File: src/met_pkg.sv
package met_pkg;

    localparam int DATA_W  = 32;
    localparam int STEP_W  = 31;
    localparam int COUNT_W = 8;
    localparam int INDEX_W = 2;

    localparam int FIFO_DEPTH = 2;
    localparam int FIFO_PTR_W = 1;

    localparam logic signed [DATA_W-1:0] ORIGIN_RE_RESET = -32'sd536870912;
    localparam logic signed [DATA_W-1:0] ORIGIN_IM_RESET = -32'sd536870912;
    localparam logic [STEP_W-1:0]        STEP_RESET      = 31'd994205;
    localparam logic [COUNT_W-1:0]       MAX_ITER_RESET  = 8'd255;

    localparam logic signed [63:0] SAT_MAX = 64'sd2147483647;
    localparam logic signed [63:0] SAT_MIN = -64'sd2147483648;

    typedef enum logic [INDEX_W-1:0] {
        REG_ORIGIN_RE = 2'd0,
        REG_ORIGIN_IM = 2'd1,
        REG_STEP      = 2'd2,
        REG_MAX_ITER  = 2'd3
    } reg_index_t;

    typedef struct packed {
        logic signed [DATA_W-1:0] origin_re;
        logic signed [DATA_W-1:0] origin_im;
        logic [STEP_W-1:0]        step;
        logic [COUNT_W-1:0]       max_iter;
    } cfg_t;

    typedef struct packed {
        logic signed [DATA_W-1:0] cr;
        logic signed [DATA_W-1:0] ci;
    } point_t;

    typedef enum logic [1:0] {
        ST_IDLE,
        ST_MUL,
        ST_UPD,
        ST_OUT
    } core_state_t;

    function automatic logic signed [DATA_W-1:0] sat32(input logic signed [63:0] v);
        logic signed [DATA_W-1:0] r;
        if (v > SAT_MAX) begin
            r = SAT_MAX[DATA_W-1:0];
        end else if (v < SAT_MIN) begin
            r = SAT_MIN[DATA_W-1:0];
        end else begin
            r = v[DATA_W-1:0];
        end
        return r;
    endfunction

endpackage

File: src/met_front.sv
module met_front #(
    parameter int COORD_BITS = 12
) (
    input  logic                  clk,
    input  logic                  rst_n,
    input  met_pkg::cfg_t         cfg,
    input  logic                  push,
    output logic                  full,
    input  logic [COORD_BITS-1:0] pixel_x,
    input  logic [COORD_BITS-1:0] pixel_y,
    output logic                  pt_push,
    output met_pkg::point_t       pt_data,
    input  logic                  pt_full
);

    localparam int PROD_W = COORD_BITS + met_pkg::STEP_W;
    localparam int SUM_W  = PROD_W + 2;

    logic                    valid_reg;
    logic                    valid_next;
    logic [PROD_W-1:0]       prod_x_reg;
    logic [PROD_W-1:0]       prod_y_reg;
    logic                    accept;
    logic signed [SUM_W-1:0] sum_re;
    logic signed [SUM_W-1:0] sum_im;

    assign full    = valid_reg && pt_full;
    assign accept  = push && !full;
    assign pt_push = valid_reg && !pt_full;

    always_comb
    begin
        valid_next = valid_reg;
        if (accept)
        begin
            valid_next = 1'b1;
        end else if (pt_push)
        begin
            valid_next = 1'b0;
        end
    end

    // Offset products are nonnegative, so a zero bit on top keeps them nonnegative as signed values.
    assign sum_re = $signed({1'b0, prod_x_reg}) + SUM_W'(cfg.origin_re);
    assign sum_im = $signed({1'b0, prod_y_reg}) + SUM_W'(cfg.origin_im);

    assign pt_data.cr = met_pkg::sat32(64'(sum_re));
    assign pt_data.ci = met_pkg::sat32(64'(sum_im));

    always_ff @(posedge clk or negedge rst_n)
    begin
        if (!rst_n)
        begin
            valid_reg <= 1'b0;
        end else
        begin
            valid_reg <= valid_next;
        end
    end

    always_ff @(posedge clk)
    begin
        if (accept)
        begin
            prod_x_reg <= PROD_W'(pixel_x) * PROD_W'(cfg.step);
            prod_y_reg <= PROD_W'(pixel_y) * PROD_W'(cfg.step);
        end
    end

    a_hold: assert property (@(posedge clk) disable iff (!rst_n)
        (valid_reg && pt_full) |=> valid_reg)
        else $error("front stage dropped a pending point");

endmodule

File: config.mk
export PLATFORM = sky130hd
export DESIGN_NAME = met_front
export DESIGN_NICKNAME = d
export VERILOG_FILES = /design/src/met_pkg.sv /design/src/met_front.sv
export SDC_FILE = /design/constraint.sdc
export NUM_CORES = 2
export LEC_CHECK = 0
export ABC_AREA = 0
export BUFFER_PORTS_ARGS = -buffer_cell sky130_fd_sc_hd__buf_2
export CAP_MARGIN = 0
export CORE_MARGIN = 2
export CORE_UTILIZATION = 55
export CTS_BUF_LIST = sky130_fd_sc_hd__clkbuf_4 sky130_fd_sc_hd__clkbuf_8
export CTS_CLUSTER_DIAMETER = 200
export DETAILED_ROUTE_END_ITERATION = 10
export GPL_TIMING_DRIVEN = 1
export MAX_ROUTING_LAYER = met4
export PLACE_DENSITY = 0.73
export RECOVER_POWER = 25
export SKIP_CTS_REPAIR_TIMING = 1
export SLEW_MARGIN = 0
export SYNTH_ARGS = -nofsm -noshare
export SYNTH_HDL_FRONTEND = slang
export SYNTH_SLANG_ARGS = --single-unit
File: constraint.sdc
create_clock -name clk -period 9.2 [get_ports clk]
set_clock_uncertainty 0.05 [all_clocks]
set_input_delay 1.38 -clock clk [delete_from_list [all_inputs] [get_ports clk]]
set_output_delay 1.38 -clock clk [all_outputs]
set_load 0.02 [all_outputs]
Word level (Yosys, flattened, before mapping)
Index checks and enable logic that the tools add are counted.

cells by class
  $add $sub $neg = 2
  $mul = 2
  reduce and logical (&&, ||, !) cells = 6
  mux-type cells = 6
  magnitude comparators = 4

operator list
  operator              number
  $mux 32               4
  $add 44x32->45        2
  $gt 45x32->1 const B  2
  $lt 45x32->1 const B  2
  $mul 12x31->43        2
  $logic_and 1x1->1     3
  $logic_not 1->1       2
  $mux 1                2
  $reduce_bool 2->1     1

storage, ports and cells
  input bits = 131
  bits in registers = 87
  output and inout bits = 66
  logic and storage cells = 23

Longest topological paths before layout
  depth in word-level cells = 4
  gate-level depth with buffers = 24
  depth with buffers taken out = 22

Least setup slack after synthesis
Ideal clock, no wire load.

  kind = input to register
  start = input port cfg[15] (netlist name)
  end = register prod_x_reg[37] (data pin)
  setup slack = 2.210 ns
  path buffers = 1
  required time = 8.884 ns
  stages = 20
  library setup time = 0.266 ns
  arrival = 6.674 ns
  cells stage by stage = clkbuf_1 > nand2_1 > fa_1 > fa_1 > fa_1 > inv_1 > fa_1 > inv_1 > fa_1 > inv_1 > ha_1 > a2111oi_0 > o21ai_0 > a21oi_1 > a21boi_0 > a211oi_1 > o311ai_0 > a31oi_1 > o21ai_0 > xor2_1

on the way
  cells in the longest elaborated chain, start to end = 1

RTL lines
  item                  RTL line         RTL
  start, declared       met_front.sv:6   input met_pkg::cfg_t cfg,
  $mul 12x31->43        met_front.sv:65  prod_x_reg <= PROD_W'(pixel_x) * PROD_W'(cfg.step);
  end signal, assigned  met_front.sv:65
  end, declared         met_front.sv:21  logic [PROD_W-1:0] prod_x_reg;

Every way passes these cells.
A chain may end at the register's enable or synchronous reset.

Final worst setup path
  start = input port pixel_x[0]
  end = register prod_x_reg[41] (data pin)

on the way
  cells in the longest elaborated chain, start to end = 1

RTL lines
  item             RTL line         RTL
  start, declared  met_front.sv:9   input logic [COORD_BITS-1:0] pixel_x,
  $mul 12x31->43   met_front.sv:65

Every way passes these cells.

==> results by group <==
Layout
  • Nets: 4700
  • Fillers: just over 5000
  • Register area: 0.002608 mm²
  • Area grow syn2layout: 4.636%
  • Multi-input logic area: around 0.025 mm²
  • Post-Layout Cell Count: 4505
  • Share of layout cells above drive strength 1: ~6.5%
  • Design Area, Final: around 0.033 mm²

Place
  • HPWL Detailed: ~57 mm
  • Cell area after placement: 0.03265 mm²
  • Placed Cells: 4482
  • Final GP Congestion: 0.9047
  • PortBufs: 188

Clocking
  • CTS tree: done
  • Root buffer cell: clkbuf_8
  • Clk sinks: just under 90
  • CTS HTree Levels: 3
  • Longest Clk Path Bufs: 2
  • Clock Pin Slew Worst Setup and Hold Paths: roughly 0.1 ns
  • CTS Buf Count: 9
  • Clock latency on the worst-skew pair: between 0.4 and 0.5 ns

Critical path
  • Stages on worst setup path: 20
  • Worst path top cell family by delay: adder cells
  • Critical path's largest stage delay: between 1 and 1.5 ns
  • Worst R2R Path Depth: 3
  • CP cell instances: clkbuf_1 -> nand2_1 -> fa_1 -> inv_1 -> fa_1 -> inv_1 -> fa_1 -> fa_1 -> inv_1 -> ha_1 -> inv_1 -> o21ai_0 -> a21oi_1 -> a21boi_0 -> a211oi_1 -> buf_4 -> o311ai_0 -> nand2_1 -> o31a_1 -> xnor2_1
  • Worst Path Max Fanout: 31
  • Slowest cell on crit path: clkbuf_1
  • Reg2Reg Setup Slack: roughly 4.4 ns
  • Startpoint types: input pin
  • Crit path DAT: between 8 and 9 ns
  • Critical Path Sink Type: register
  • Worst EP required: 9.34 ns
  • Buf/Inv on CP: 6
  • Kind of critical path: in -> reg

Route
  • Drt total wl: 72.31 mm
  • Final ANT Viol Nets: 0
  • Vias per std cell: approximately 5.6
  • Routed wl met2: ~36 mm
  • Met3 routed WL: just over 4 mm
  • Met1 Wirelength: about 31 mm
  • Via Count: 25140
  • DRT Pass-1 Iters: 8
  • Wire per inst: 16.05 µm
  • Drt first-iter violations: between 1500 and 2000
  • Highest routed metal layer: met4
  • DRC: 0

STA
  • Setup TNS: 0 ns
  • Worst Tran Pin Value: around 4.9 ns
  • Post-route clock period utilization: between 80% and 90%
  • Post-layout min period: approximately 8 ns
  • Final Hold Fails: 0
  • Worst rel slew slack: -228.3%
  • Unrepaired setup endpoints after global routing: no
  • Fmax achieved: roughly 0.12 GHz
  • Fin. max-slew vios: 119
  • # setup viols final: 0

Logic synthesis
  • Main combinational cell family by area after synthesis: adder cells
  • Share of the yosys chip area belonging to registers: 8.292%
  • Mean Syn Cell Area: ~8.5 µm²
  • Number of synthesized flops with an enable pin: 86
  • Synth area leaders: fa_1, ha_1, inv_1
  • Asr flop ratio synth: ~1.1%
  • Synth Area in Adders: 47.00%
  • Post-Syn Instances: roughly 3700
  • Top cell type's share of synthesized area: 37.05%
  • Mux cell area share after synthesis: 0.06366%
  • Synth cell types: between 80 and 90
  • Ys Warns: 0
  • Synthesized flop and latch total: between 80 and 90
  • Syn Std Cell Area: about 0.031 mm²
  • Synth Area in XOR/XNOR: around 3.8%
  • Synth Area in Simple Gates: 17.79%
  • Ys flop type: edfxtp_1
  • Syn_nets: roughly 4700
  • Dominant cell type by area after synthesis: fa_1
  • Complex-gate fraction of the synthesized area: between 10% and 20%

Global route
  • First-pass GRT wire length: about 120 mm
  • Initial antenna violation count: 6
  • Number of global-route vias before repair: roughly 26000
  • Largest net degree at the start of global routing: 87
  • GRT Overall Usage: approximately a quarter
  • Total gr overflow: 0

Status
  • Failing checks: capacitance limit, slew limit
  • Status: complete, but fails checks

Power
  • Power Dens Cells: 389.7 mW/mm²
  • Max VDD drop: ~0.34 mV
  • Leakage power: about 17 nW

Die
  • I/O pin count: 197
  • Initial core utilization: between 50% and 60%
  • Core footprint: ~0.056 mm²
  • Row count: 87
  • DIE WIDTH: ~240 µm
  • Die H: roughly 240 µm
  • Die area: 0.05910 mm²

Job
  • Max-cap violations: 2

Min path
  • Hold Crit Class: in -> async
worst paths after layout:
kind | startpoint | end
max in group asynchronous | rst_n | valid_reg
hold reg to reg | valid_reg | valid_reg
hold / removal | rst_n | valid_reg
setup reg to reg | valid_reg | prod_y_reg[30]
min in group clk | valid_reg | valid_reg
setup / recovery | pixel_x[0] | prod_x_reg[41]
synth_stat cells, drive strengths merged, types with 20 or more instances:
master and n:
inv 698, nand2 630, fa 582, ha 250
and2 227, clkbuf 174, a21oi 161, a21o 121
o21ai 121, nor2 99, edfxtp 86, xnor2 85
xor2 51, nand3 35, nand4 35, nor3 33
o21bai 31, nor2b 26, and3 21, o21a 21
nand2b 20
routing by layer:
| metal | vias to the layer above | global-route usage (%) |
|---|---|---|
| met5 | - | - |
| met4 | 0 | 5.955 |
| met3 | 101 | 4.157 |
| met2 | 660 | 43.94 |
| met1 | 12640 | 34.12 |
| li1 | 11730 | - |
final cells by class:
class / count / share of cell area, %
Sequential cell: 87 / 7.925
Clock inverter: 4 / 0.2890
Antenna cell: 7 / 0.05324
Multi-Input combinational cell: 2744 / 77.40
Inverter: 698 / 7.963
Clock buffer: 12 / 0.4449
Timing Repair Buffer: 197 / 3.046
Tap cell: 756 / 2.875
logic make-up (layout without fill, tap and decap cells):
logic type               Yosys count  after routing
adder cells (fa/ha/maj)          832            832
buffers and inverters            884            911
AO/OA/AOI/OAI                    588            588
multiplexers                       2              2
other                              0              7
XOR/XNOR                         136            136
flip-flops                        87             87
AND/OR/NAND/NOR                 1186           1186
layout by cell type (no fill, tap or decap), types with 35 or more instances in the layout:
master and n:
nor2_1 99, xor2_1 51, nand2_1 630, a21o_1 120, buf_2 186, xnor2_1 85
fa_1 582, nand4_1 35, ha_1 250, and2_1 224, inv_1 697, a21oi_1 161
nand3_1 35, o21ai_0 74, edfxtp_1 86, o21ai_1 47
through the flow:
step	setup WS [ns]	power, mW	hold WS [ns]	utilization (%)
after floorplan	2.210	10.17	0.6894	-
after CTS	1.655	12.87	0.6012	58.22
after global routing	0.7990	14.40	0.6139	58.24
after detailed placement	1.180	12.47	0.6202	57.79
after global placement	1.258	12.30	0.6157	57.79
final	1.168	12.82	0.6435	58.24
where the power goes:
group / switching [mW] / total, mW / leakage, nW / internal [mW]
Clock: 0.150 / 0.339 / 0.125 / 0.189
Combinational: 6.45 / 11.3 / 15.7 / 4.84
Sequential: 0.0678 / 1.19 / 0.831 / 1.12
Power figures use the tool's default switching activity.
