### config.mk
export PLATFORM = sky130hd
export DESIGN_NAME = met_fifo
export DESIGN_NICKNAME = d
export VERILOG_FILES = /design/src/met_pkg.sv /design/src/met_fifo.sv
export SDC_FILE = /design/constraint.sdc
export NUM_CORES = 1
export LEC_CHECK = 0
export BUFFER_PORTS_ARGS = -buffer_cell sky130_fd_sc_hd__buf_4
export CORE_MARGIN = 5
export CORE_UTILIZATION = 40
export CTS_BUF_LIST = sky130_fd_sc_hd__clkbuf_8 sky130_fd_sc_hd__clkbuf_16
export DETAILED_ROUTE_END_ITERATION = 16
export RECOVER_POWER = 50
export SKIP_CTS_REPAIR_TIMING = 1
export SYNTH_ARGS = -nofsm -noshare
export SYNTH_HDL_FRONTEND = slang
export SYNTH_SLANG_ARGS = --single-unit
export TNS_END_PERCENT = 10
### constraint.sdc
create_clock -name clk -period 1.81 [get_ports clk]
set_input_delay 0.4525 -clock clk [delete_from_list [all_inputs] [get_ports clk]]
set_output_delay 0.4525 -clock clk [all_outputs]
set_load 0.01 [all_outputs]
### src/met_pkg.sv
package met_pkg;

    localparam int DATA_W  = 32;
    localparam int STEP_W  = 31;
    localparam int COUNT_W = 8;
    localparam int INDEX_W = 2;

    localparam int FIFO_DEPTH = 2;
    localparam int FIFO_PTR_W = 1;

    localparam logic signed [DATA_W-1:0] ORIGIN_RE_RESET = -32'sd536870912;
    localparam logic signed [DATA_W-1:0] ORIGIN_IM_RESET = -32'sd536870912;
    localparam logic [STEP_W-1:0]        STEP_RESET      = 31'd994205;
    localparam logic [COUNT_W-1:0]       MAX_ITER_RESET  = 8'd255;

    localparam logic signed [63:0] SAT_MAX = 64'sd2147483647;
    localparam logic signed [63:0] SAT_MIN = -64'sd2147483648;

    typedef enum logic [INDEX_W-1:0] {
        REG_ORIGIN_RE = 2'd0,
        REG_ORIGIN_IM = 2'd1,
        REG_STEP      = 2'd2,
        REG_MAX_ITER  = 2'd3
    } reg_index_t;

    typedef struct packed {
        logic signed [DATA_W-1:0] origin_re;
        logic signed [DATA_W-1:0] origin_im;
        logic [STEP_W-1:0]        step;
        logic [COUNT_W-1:0]       max_iter;
    } cfg_t;

    typedef struct packed {
        logic signed [DATA_W-1:0] cr;
        logic signed [DATA_W-1:0] ci;
    } point_t;

    typedef enum logic [1:0] {
        ST_IDLE,
        ST_MUL,
        ST_UPD,
        ST_OUT
    } core_state_t;

    function automatic logic signed [DATA_W-1:0] sat32(input logic signed [63:0] v);
        logic signed [DATA_W-1:0] r;
        if (v > SAT_MAX) begin
            r = SAT_MAX[DATA_W-1:0];
        end else if (v < SAT_MIN) begin
            r = SAT_MIN[DATA_W-1:0];
        end else begin
            r = v[DATA_W-1:0];
        end
        return r;
    endfunction

endpackage

### src/met_fifo.sv
module met_fifo #(
    parameter int WIDTH = 8
) (
    input  logic             clk,
    input  logic             rst_n,
    input  logic             push,
    input  logic [WIDTH-1:0] wdata,
    output logic             full,
    input  logic             pop,
    output logic [WIDTH-1:0] rdata,
    output logic             empty
);

    logic [WIDTH-1:0]                mem [met_pkg::FIFO_DEPTH];
    logic [met_pkg::FIFO_PTR_W-1:0]  wr_ptr_reg;
    logic [met_pkg::FIFO_PTR_W-1:0]  wr_ptr_next;
    logic [met_pkg::FIFO_PTR_W-1:0]  rd_ptr_reg;
    logic [met_pkg::FIFO_PTR_W-1:0]  rd_ptr_next;
    logic [met_pkg::FIFO_PTR_W:0]    count_reg;
    logic [met_pkg::FIFO_PTR_W:0]    count_next;
    logic                            do_push;
    logic                            do_pop;

    assign full    = (count_reg == (met_pkg::FIFO_PTR_W+1)'(met_pkg::FIFO_DEPTH));
    assign empty   = (count_reg == '0);
    assign do_push = push && !full;
    assign do_pop  = pop && !empty;
    assign rdata   = mem[rd_ptr_reg];

    always_comb
    begin
        wr_ptr_next = wr_ptr_reg;
        rd_ptr_next = rd_ptr_reg;
        count_next  = count_reg;
        if (do_push)
        begin
            wr_ptr_next = wr_ptr_reg + 1'b1;
        end
        if (do_pop)
        begin
            rd_ptr_next = rd_ptr_reg + 1'b1;
        end
        if (do_push && !do_pop)
        begin
            count_next = count_reg + 1'b1;
        end else if (do_pop && !do_push)
        begin
            count_next = count_reg - 1'b1;
        end
    end

    always_ff @(posedge clk or negedge rst_n)
    begin
        if (!rst_n)
        begin
            wr_ptr_reg <= '0;
            rd_ptr_reg <= '0;
            count_reg  <= '0;
        end else
        begin
            wr_ptr_reg <= wr_ptr_next;
            rd_ptr_reg <= rd_ptr_next;
            count_reg  <= count_next;
        end
    end

    always_ff @(posedge clk)
    begin
        if (do_push)
        begin
            mem[wr_ptr_reg] <= wdata;
        end
    end

    // The occupancy tracks the pointers: equal pointers mean either empty or full.
    a_ptr_count: assert property (@(posedge clk) disable iff (!rst_n)
        (count_reg == '0 || full) |-> (wr_ptr_reg == rd_ptr_reg))
        else $error("fifo pointers disagree with occupancy");

endmodule

After elaboration in Yosys (flattened, before gate mapping)
Memories as Yosys holds them, arrays and structs flattened.
Cells that the tools add are included.
Operators by class
  add/sub/neg operators: 4
  equal/unequal tests: 1
  mux-type cells: 4
  reduce and logical (&&, ||, !) cells: 10
Operators with widths (count)
  $logic_and 1x1->1: 4
  $logic_not 1->1: 4
  $mux 2: 2
  $add 1x1->1 const B: 2
  $add 2x1->2 const B: 1
  $eq 2x2->1 const B: 1
  $logic_not 2->1: 1
  $mux 1: 2
  $reduce_bool 2->1: 1
  $sub 2x1->2 const B: 1
Storage, ports and cells
  register bits after elaboration: 4
  RAM bits: 16
  input port bits: 12
  output and inout port bits: 10
  word-level logic and storage cells: 23
  memories: 1
Memories
  mem: words 2, width 8, read ports 1, clocked after memory_dff 0, wr ports 1, RTL line met_fifo.sv:14  | logic [WIDTH-1:0] mem [met_pkg::FIFO_DEPTH];

Longest topological paths before layout
Gate-level depths: netlist of run 1.
  word-level depth: 7
  depth in mapped cells: 7
  depth with buffers taken out: 7

Worst setup path before layout of run 1
No wires, ideal clock.
  path type: register -> register
  from: register count_reg[0] in the netlist's numbering
  to: memory mem[0][0] (enable)
  library setup time: 0.370 ns
  data arrival time: 1.022 ns
  required time: 1.440 ns
  path slack: 0.418 ns
  cell stages (with the launch flop): 4
  buffers on the path: 0
  clock period less this slack: 1.392 ns
  cell sequence: dfrtp_1 > nand2b_1 > nand2_2 > nor2_1
Between the ends
  word-level cells in the longest chain between the ends: 5
RTL lines
  start: declaration: RTL line met_fifo.sv:19  | logic [met_pkg::FIFO_PTR_W:0] count_reg;
  start signal: assignment: RTL line met_fifo.sv:63  | count_reg <= count_next;
  $eq 2x2->1: RTL line met_fifo.sv:24  | assign full = (count_reg == (met_pkg::FIFO_PTR_W+1)'(met_pkg::FIFO_DEPTH));
  $logic_not 1->1: RTL line met_fifo.sv:26  | assign do_push = push && !full;
  $logic_and 1x1->1: RTL line met_fifo.sv:26
  $mux 1: RTL line met_fifo.sv:69  | if (do_push)
  $mux 1 (not written as such): RTL line met_fifo.sv:71  | mem[wr_ptr_reg] <= wdata;
  end: declaration: RTL line met_fifo.sv:14
Every way passes these cells.

Final worst setup path of run 1
  from: register rd_ptr_reg
  to: output port rdata[1]
Between the ends
  word-level cells in the longest chain between the ends: 1
RTL lines
  start: declaration: RTL line met_fifo.sv:17  | logic [met_pkg::FIFO_PTR_W-1:0] rd_ptr_reg;
  start signal: assignment: RTL line met_fifo.sv:62  | rd_ptr_reg <= rd_ptr_next;
  $mem_v2 2x8
  end: declaration: RTL line met_fifo.sv:10  | output logic [WIDTH-1:0] rdata,
Every way passes these cells.

==> flow_summary.ini, run 1 <==
[routing]
route.final.wire_length_um = 1150
firstDrtPassIters = 3
ant_nets = 0
viasPerCell = 4.33
dr_total_vias = 420
drc = 0
drtIter0Drc = 2
avgRoutedWirePerCell_um = 11.8

[pwr]
leakagePower_nw = 0.403
powerDensity_nw_per_um2 = 1530
total_power_mw = 1.54
peakVddDrop_mv = 0.811

[synthesis]
synthCells = 44
yosysWarnings = 0
synth_area_leaders = edfxtp_1 61%, dfrtp_1 13%, mux2_1 8.6%
yosysSeqAreaShare_pct = 74.2
synth_top_area_share_pct = 61.4
yosysTopAreaCell = edfxtp_1
synth_area_per_cell_um2 = 17.8
syn-num-nets = 57
synthDistinctLibCells = 15
ys_seq_elements = 20
synth_area_um2 = 782

[final_layout]
area_growth_syn_to_layout_pct = 29.3
largest_reg_flops = 16
antennaDiodeCount = 0
layout_common_cells = 16 x edfxtp_1, 12 x buf_4, 6 x mux2_1
final_cells = 97
layout_commonest_cell = edfxtp_1
final_nets = 84
final_util_pct = 53.2
drive_gt1_share_pct = 34.3

[clock_tree]
htree_num_levels = 1
clk_latency_ns = 0.24
path_clk_slew_ns = 0.07
clkSinkCount = 20
cts_root_buf = clkbuf_8
clock_path_buffers = 2
tritoncts = yes
cts_buffers = 3

[floorplanning]
coreArea_um2 = 1900
chipWidth_um = 54.2
die_h_um = 54.2
start_util_pct = 41.1
rows = 16
dieArea_um2 = 2940
ios = 22

[sta]
min_period_over_period_pct = 93.2
slew_viol_final = 0
final_hold_viol_count = 0
setup-tns-final_ns = 0
finalClockSkew_ns = 0.00277
setup_viol = 0
clock.fmax_mhz = 593
max_slew.worst_pin.slew_ns = 0.450
period_minus_slack_ns = 1.69
rsz0062_at_grt = false
slew_headroom_pct = 70.0

[grt]
grt_max_degree = 12
grt_pass1_wl_um = 1860
grt_pass1_vias = 420
gr-total-overflow = 0
groute.usage.overall_pct = 9.55
grt_antenna_before_repair = 0

[setup_path]
crit_path_end_kind = primary output
max_stage_delay_ns = 0.48
ff2ff_setup_slack_ns = 0.28
cp.arrival_ns = 1.23
required_ns = 1.36
r2r_start = count_reg[0]
critical_path_class = flip-flop to primary output
cpMaxStageDelayCell = dfrtp_2
worstPathMaxFanout = 9
rr_worst_depth = 4
cp_cell_sequence = mux2_1 > buf_4
start_kind = flip-flop
worstReg2RegEnd = mem[0][6]

[hold_path]
hold_path_startpoint = wdata[4]
min_to = mem[1][4]
hold_class = input pin to flip-flop
min_delay_path_depth = 1

[placed_design]
dpl.cell_count = 92
port_buffers = 21
gp_congestion = 0.679
post-dp-hpwl_um = 873

[flow_run]
max_cap_violations = 0

[run_status]
status = finished clean
synth_stat cells:
master	count
edfxtp_1	16
mux2_1	6
dfrtp_1	4
nor2_1	3
inv_1	2
mux2_2	2
xnor2_1	2
xor2_1	2
and3_1	1
buf_2	1
ha_1	1
nand2_2	1
nand2b_1	1
o21ai_1	1
xnor2_2	1
worst max-delay path by stage:
stage | to | start | slack (ns)
2_1_floorplan | mem[0][0] | count_reg[0] | 0.42
3_3_place_gp | rdata[1] | rd_ptr_reg | 0.27
3_5_place_dp | rdata[1] | rd_ptr_reg | 0.25
4_1_cts | rdata[1] | rd_ptr_reg | -0.01
5_1_grt | rdata[5] | rd_ptr_reg | 0.06
6_report | rdata[1] | rd_ptr_reg | 0.12
final cells by class:
cell class              count  area (µm²)
clock buffers               3        41.3
clock inverters             1        3.75
fillers                   187         891
inverters                   2        7.51
multi-input cells          21         186
flip-flops and latches     20         582
well taps                  27        33.8
repair buffers             23         156
routing by layer:
metal  wire, µm  global-route usage [%]
met2        601                    16.1
met4         33                    8.71
met1        476                    10.5
met3         37                   0.817
met5          0                       0
cells by family (layout without fill, tap and decap cells):
| group | count (synthesis) | in the layout | synth area share (%) |
|---|---|---|---|
| AOI/OAI and AO/OA | 1 | 1 | 0.639 |
| xor gates and xnor gates | 5 | 5 | 6.56 |
| adders and majority gates | 1 | 1 | 1.60 |
| buffers and inverters | 3 | 29 | 1.60 |
| DFF | 20 | 20 | 74.2 |
| muxes | 8 | 8 | 11.5 |
| and+or+nand+nor | 6 | 6 | 3.84 |
where the power goes:
part,total [mW],leakage [nW],switching [mW],internal (mW)
clock network,0.273,0.0231,0.123,0.150
registers,0.743,0.194,0.0959,0.647
logic,0.527,0.186,0.233,0.294
total,1.54,0.403,0.452,1.09
stage by stage:
stage	hold slack (ns)	area [µm²]	setup WS, ns
CTS	-0.0181	1020	-0.0131
floorplan	0.157	782	0.418
detailed placement	0.252	976	0.248
global route	0.398	1010	0.0601
finish	0.405	1010	0.123
global placement	0.251	976	0.269
critical path, delay by kind of cell, from the launching register on:
kind	cells	cell delay (ns)
buf+inv	1	0.15
mux	1	0.36
flops	1	0.48
No activity file was read; power rests on OpenSTA's default activity.
==> inputs of run 2 (changes only) <==
- CORE_ASPECT_RATIO: unset -> 0.7
==> flow_summary.ini, run 2 (synthesized netlist as in run 1, its figures left out) <==
[sta]
final_hold_viol_count = 0
holdWs_ns = 0.400
min_period_over_period_pct = 93.8
clock.fmax_mhz = 589
slew_viol_final = 0
setup_viol = 0
max_slew.worst_pin.slew_ns = 0.403
rsz0062_at_grt = false
finalClockSkew_ns = 0.00431
slew_headroom_pct = 73.1
period_minus_slack_ns = 1.70

[final_layout]
largest_reg_flops = 16
drive_gt1_share_pct = 39.4
antennaDiodeCount = 0
final_nets = 85
final_util_pct = 56.4
multi_input_area_um2 = 186
layout_common_cells = 16 x edfxtp_1, 13 x buf_4, 7 x clkbuf_4
area_growth_syn_to_layout_pct = 33.8
num-fill-cells = 167
regArea_um2 = 582
layout_commonest_cell = edfxtp_1

[pwr]
swShare_pct = 27.5
p_sw_mw = 0.472
leakagePower_nw = 0.428
pwr-share-comb_pct = 31.2
pwr-share-seq_pct = 43.3
powerDensity_nw_per_um2 = 1640
power.internal_mw = 1.25
peakVddDrop_mv = 1.13
power.share.clock_pct = 25.4

[setup_path]
cp.arrival_ns = 1.24
required_ns = 1.36
start_kind = flip-flop
worstPathMaxFanout = 9
crit_path_end_kind = primary output
critical_path_class = flip-flop to primary output

[clock_tree]
htree_num_levels = 1
tritoncts = yes
cts_root_buf = clkbuf_8
clock_path_buffers = 2
clkSinkCount = 20
clk_latency_ns = 0.25
cts_buffers = 3
path_clk_slew_ns = 0.07

[placed_design]
post-dp-hpwl_um = 915
gp_congestion = 0.698
port_buffers = 21

[grt]
met1_usage_pct = 9.82
grt_use_met3_pct = 3.35
grt_pass1_wl_um = 1930
groute.usage.overall_pct = 8.96
gr-total-overflow = 0
grt_antenna_before_repair = 0
grt_pass1_vias = 437
globalRouteMet2Util_pct = 15.1
grt_max_degree = 13
busiest_layer = met2

[routing]
drc = 0
drtIter0Drc = 4
ant_nets = 0
firstDrtPassIters = 4
avgRoutedWirePerCell_um = 12.8
route.final.wire_length_um = 1190
viasPerCell = 4.57
dr_total_vias = 425

[floorplanning]
dieArea_um2 = 2950
start_util_pct = 42.2
coreArea_um2 = 1850
chipWidth_um = 62.8
die_h_um = 47.0
rows = 13
ios = 22

[run_status]
status = finished clean

[flow_run]
max_cap_violations = 0

[hold_path]
hold_class = input pin to flip-flop
==> run 2: cell count changes in the layout (fill, tap and decap cells not counted) <==
cell	previous run	this run
bufinv_16	0	1
buf_4	12	13
clkbuf_4	5	7
clkinv_1	1	0
clkbuf_1	5	3
==> run 2: area by class of cell <==
class	count	area share, %
clock buffer	3	3.95
clock inverter	1	2.87
inverter	2	0.718
multi-input combinational	21	17.8
sequential	20	55.6
tap	22	2.63
timing repair buffer	24	16.4
==> run 2: critical path: stages (launching register included) <==
cell     delay [ns]
dfrtp_2        0.49
mux2_2         0.36
buf_4          0.14
==> run 2: metal layers <==
| layer | part of all wire, % | vias to the layer above | wire length (µm) |
|---|---|---|---|
| li1 | - | 212 | - |
| met1 | 41 | 199 | 491 |
| met2 | 50 | 12 | 599 |
| met3 | 6.4 | 2 | 76 |
| met4 | 1.6 | 0 | 19 |
| met5 | 0 | - | 0 |
==> run 2: worst paths after layout <==
| check | cells past startpoint | startpoint | endpoint | slack (ns) |
|---|---|---|---|---|
| setup / recovery | 2 | rd_ptr_reg | rdata[7] | 0.11 |
| hold / removal | 1 | wdata[0] | mem[0][0] | 0.40 |
| setup reg to reg | 6 | count_reg[0] | count_reg[1] | 0.31 |
| hold reg to reg | 1 | count_reg[1] | count_reg[1] | 0.51 |
| max in group asynchronous | 2 | rst_n | rd_ptr_reg | 1.05 |
| min in group asynchronous | 2 | rst_n | wr_ptr_reg | 0.55 |
==> run 2: power groups by stage <==
| stage | Combinational (mW) | Sequential (mW) | Clock [mW] |
|---|---|---|---|
| floorplan | 0.363 | 0.701 | 0 |
| CTS | 0.561 | 0.747 | 0.443 |
| global placement | 0.560 | 0.751 | 0 |
| finish | 0.536 | 0.744 | 0.437 |
| detailed placement | 0.560 | 0.755 | 0 |
| global route | 0.584 | 0.767 | 0.464 |
==> run 2: stage by stage <==
stage / power [mW] / area, µm² / setup TNS [ns] / worst slack, ns / std cells
global placement: 1.31 / 977 / 0 / 0.286 / 88
detailed placement: 1.31 / 977 / 0 / 0.269 / 88
finish: 1.72 / 1050 / 0 / 0.113 / 93
floorplan: 1.06 / 782 / 0 / 0.418 / 44
global route: 1.81 / 1050 / 0 / 0.0450 / 93
CTS: 1.75 / 1050 / -0.0598 / -0.0194 / 92
==> inputs of run 3 (changes only) <==
- REMOVE_ABC_BUFFERS: unset -> 1
==> flow_summary.ini, run 3 (synthesized netlist as in run 1, its figures left out) <==
[run_status]
status = finished clean

[sta]
max_slew.worst_pin.slew_ns = 0.486
period_minus_slack_ns = 1.71
finalClockSkew_ns = 0.00890
final_hold_viol_count = 0
holdWs_ns = 0.400
setup_viol = 0
slew_headroom_pct = 67.6
clock.fmax_mhz = 585
slew_viol_final = 0
setup-tns-final_ns = 0
rsz0062_at_grt = false
min_period_over_period_pct = 94.5

[clock_tree]
clock_path_buffers = 2
cts_root_buf = clkbuf_8
cts_buffers = 3
clkSinkCount = 20
clk_latency_ns = 0.25
path_clk_slew_ns = 0.08
tritoncts = yes
htree_num_levels = 1

[routing]
drc = 0
ant_nets = 0
drtIter0Drc = 4
dr_total_vias = 416
viasPerCell = 4.52
route.final.wire_length_um = 1240
avgRoutedWirePerCell_um = 13.5
firstDrtPassIters = 2

[pwr]
powerDensity_nw_per_um2 = 1650
peakVddDrop_mv = 0.920
total_power_mw = 1.71
leakagePower_nw = 0.423

[grt]
grt_max_degree = 13
gr-total-overflow = 0
grt_pass1_vias = 458
grt_pass1_wl_um = 2100
groute.usage.overall_pct = 10.0
grt_antenna_before_repair = 0

[hold_path]
min_delay_path_depth = 1
hold_class = input pin to flip-flop

[floorplanning]
chipWidth_um = 62.8
die_h_um = 47.0
rows = 13
start_util_pct = 42.2
coreArea_um2 = 1850
dieArea_um2 = 2950
ios = 22

[final_layout]
final_cells = 92
layout_commonest_cell = edfxtp_1
drive_gt1_share_pct = 38.6
largest_reg_flops = 16
antennaDiodeCount = 0
layout_common_cells = 16 x edfxtp_1, 12 x buf_4, 7 x clkbuf_4
final_util_pct = 56.0
final_nets = 84
area_growth_syn_to_layout_pct = 32.8

[placed_design]
port_buffers = 21
gp_congestion = 0.616
dpl.cell_count = 87

[setup_path]
max_stage_delay_ns = 0.50
worstPathMaxFanout = 9
cp_cell_sequence = mux2_2 > buf_4
rr_worst_depth = 4
crit_path_end_kind = primary output
cpMaxStageDelayCell = dfrtp_2
required_ns = 1.36
critical_path_class = flip-flop to primary output
cp.arrival_ns = 1.26
start_kind = flip-flop

[flow_run]
max_cap_violations = 0
-- run 3: cell types whose count changed in the layout (fill, tap and decap cells not counted) --
cell   before  now
buf_4      13   12
-- run 3: power breakdown --
| part | internal [mW] | total (mW) | switching (mW) |
|---|---|---|---|
| clock | 0.295 | 0.432 | 0.137 |
| sequential | 0.647 | 0.747 | 0.100 |
| combinational | 0.295 | 0.531 | 0.235 |
| total | 1.24 | 1.71 | 0.473 |
-- run 3: per-stage QoR --
step / cell area, µm² / setup WS (ns)
after floorplan: 777 / 0.418
after CTS: 1040 / -0.0273
after detailed placement: 970 / 0.269
after global routing: 1040 / 0.0427
final: 1040 / 0.100
after global placement: 970 / 0.270
-- run 3: cell type report --
cell class                 instances  area [µm²]
timing repair buffer              23         164
multi-input combinational         21         186
clock buffer                       3        41.3
inverter                           2        7.51
tap                               22        27.5
sequential                        20         582
clock inverter                     1        30.0
fill                             171         816
-- run 3: worst paths after layout --
kind	startpoint	to	slack, ns
min reg2reg	count_reg[1]	count_reg[1]	0.51
max reg2reg	count_reg[0]	mem[0][3]	0.21
max in group asynchronous	rst_n	rd_ptr_reg	1.05
min in group asynchronous	rst_n	count_reg[1]	0.55
max	rd_ptr_reg	rdata[7]	0.10
min	wdata[2]	mem[1][2]	0.40
-- run 3: layer usage --
metal | part of all wire (%) | GRT usage, %
met1 | 47 | 11.8
met2 | 42 | 15.1
met3 | 11 | 6.46
met4 | 0 | 3.81
met5 | 0 | 0
-- run 3: critical path, delay by kind of cell, from the launching register on --
kind | cells | cell delay, ns
muxes | 1 | 0.37
buffers and inverters | 1 | 0.14
DFF | 1 | 0.50
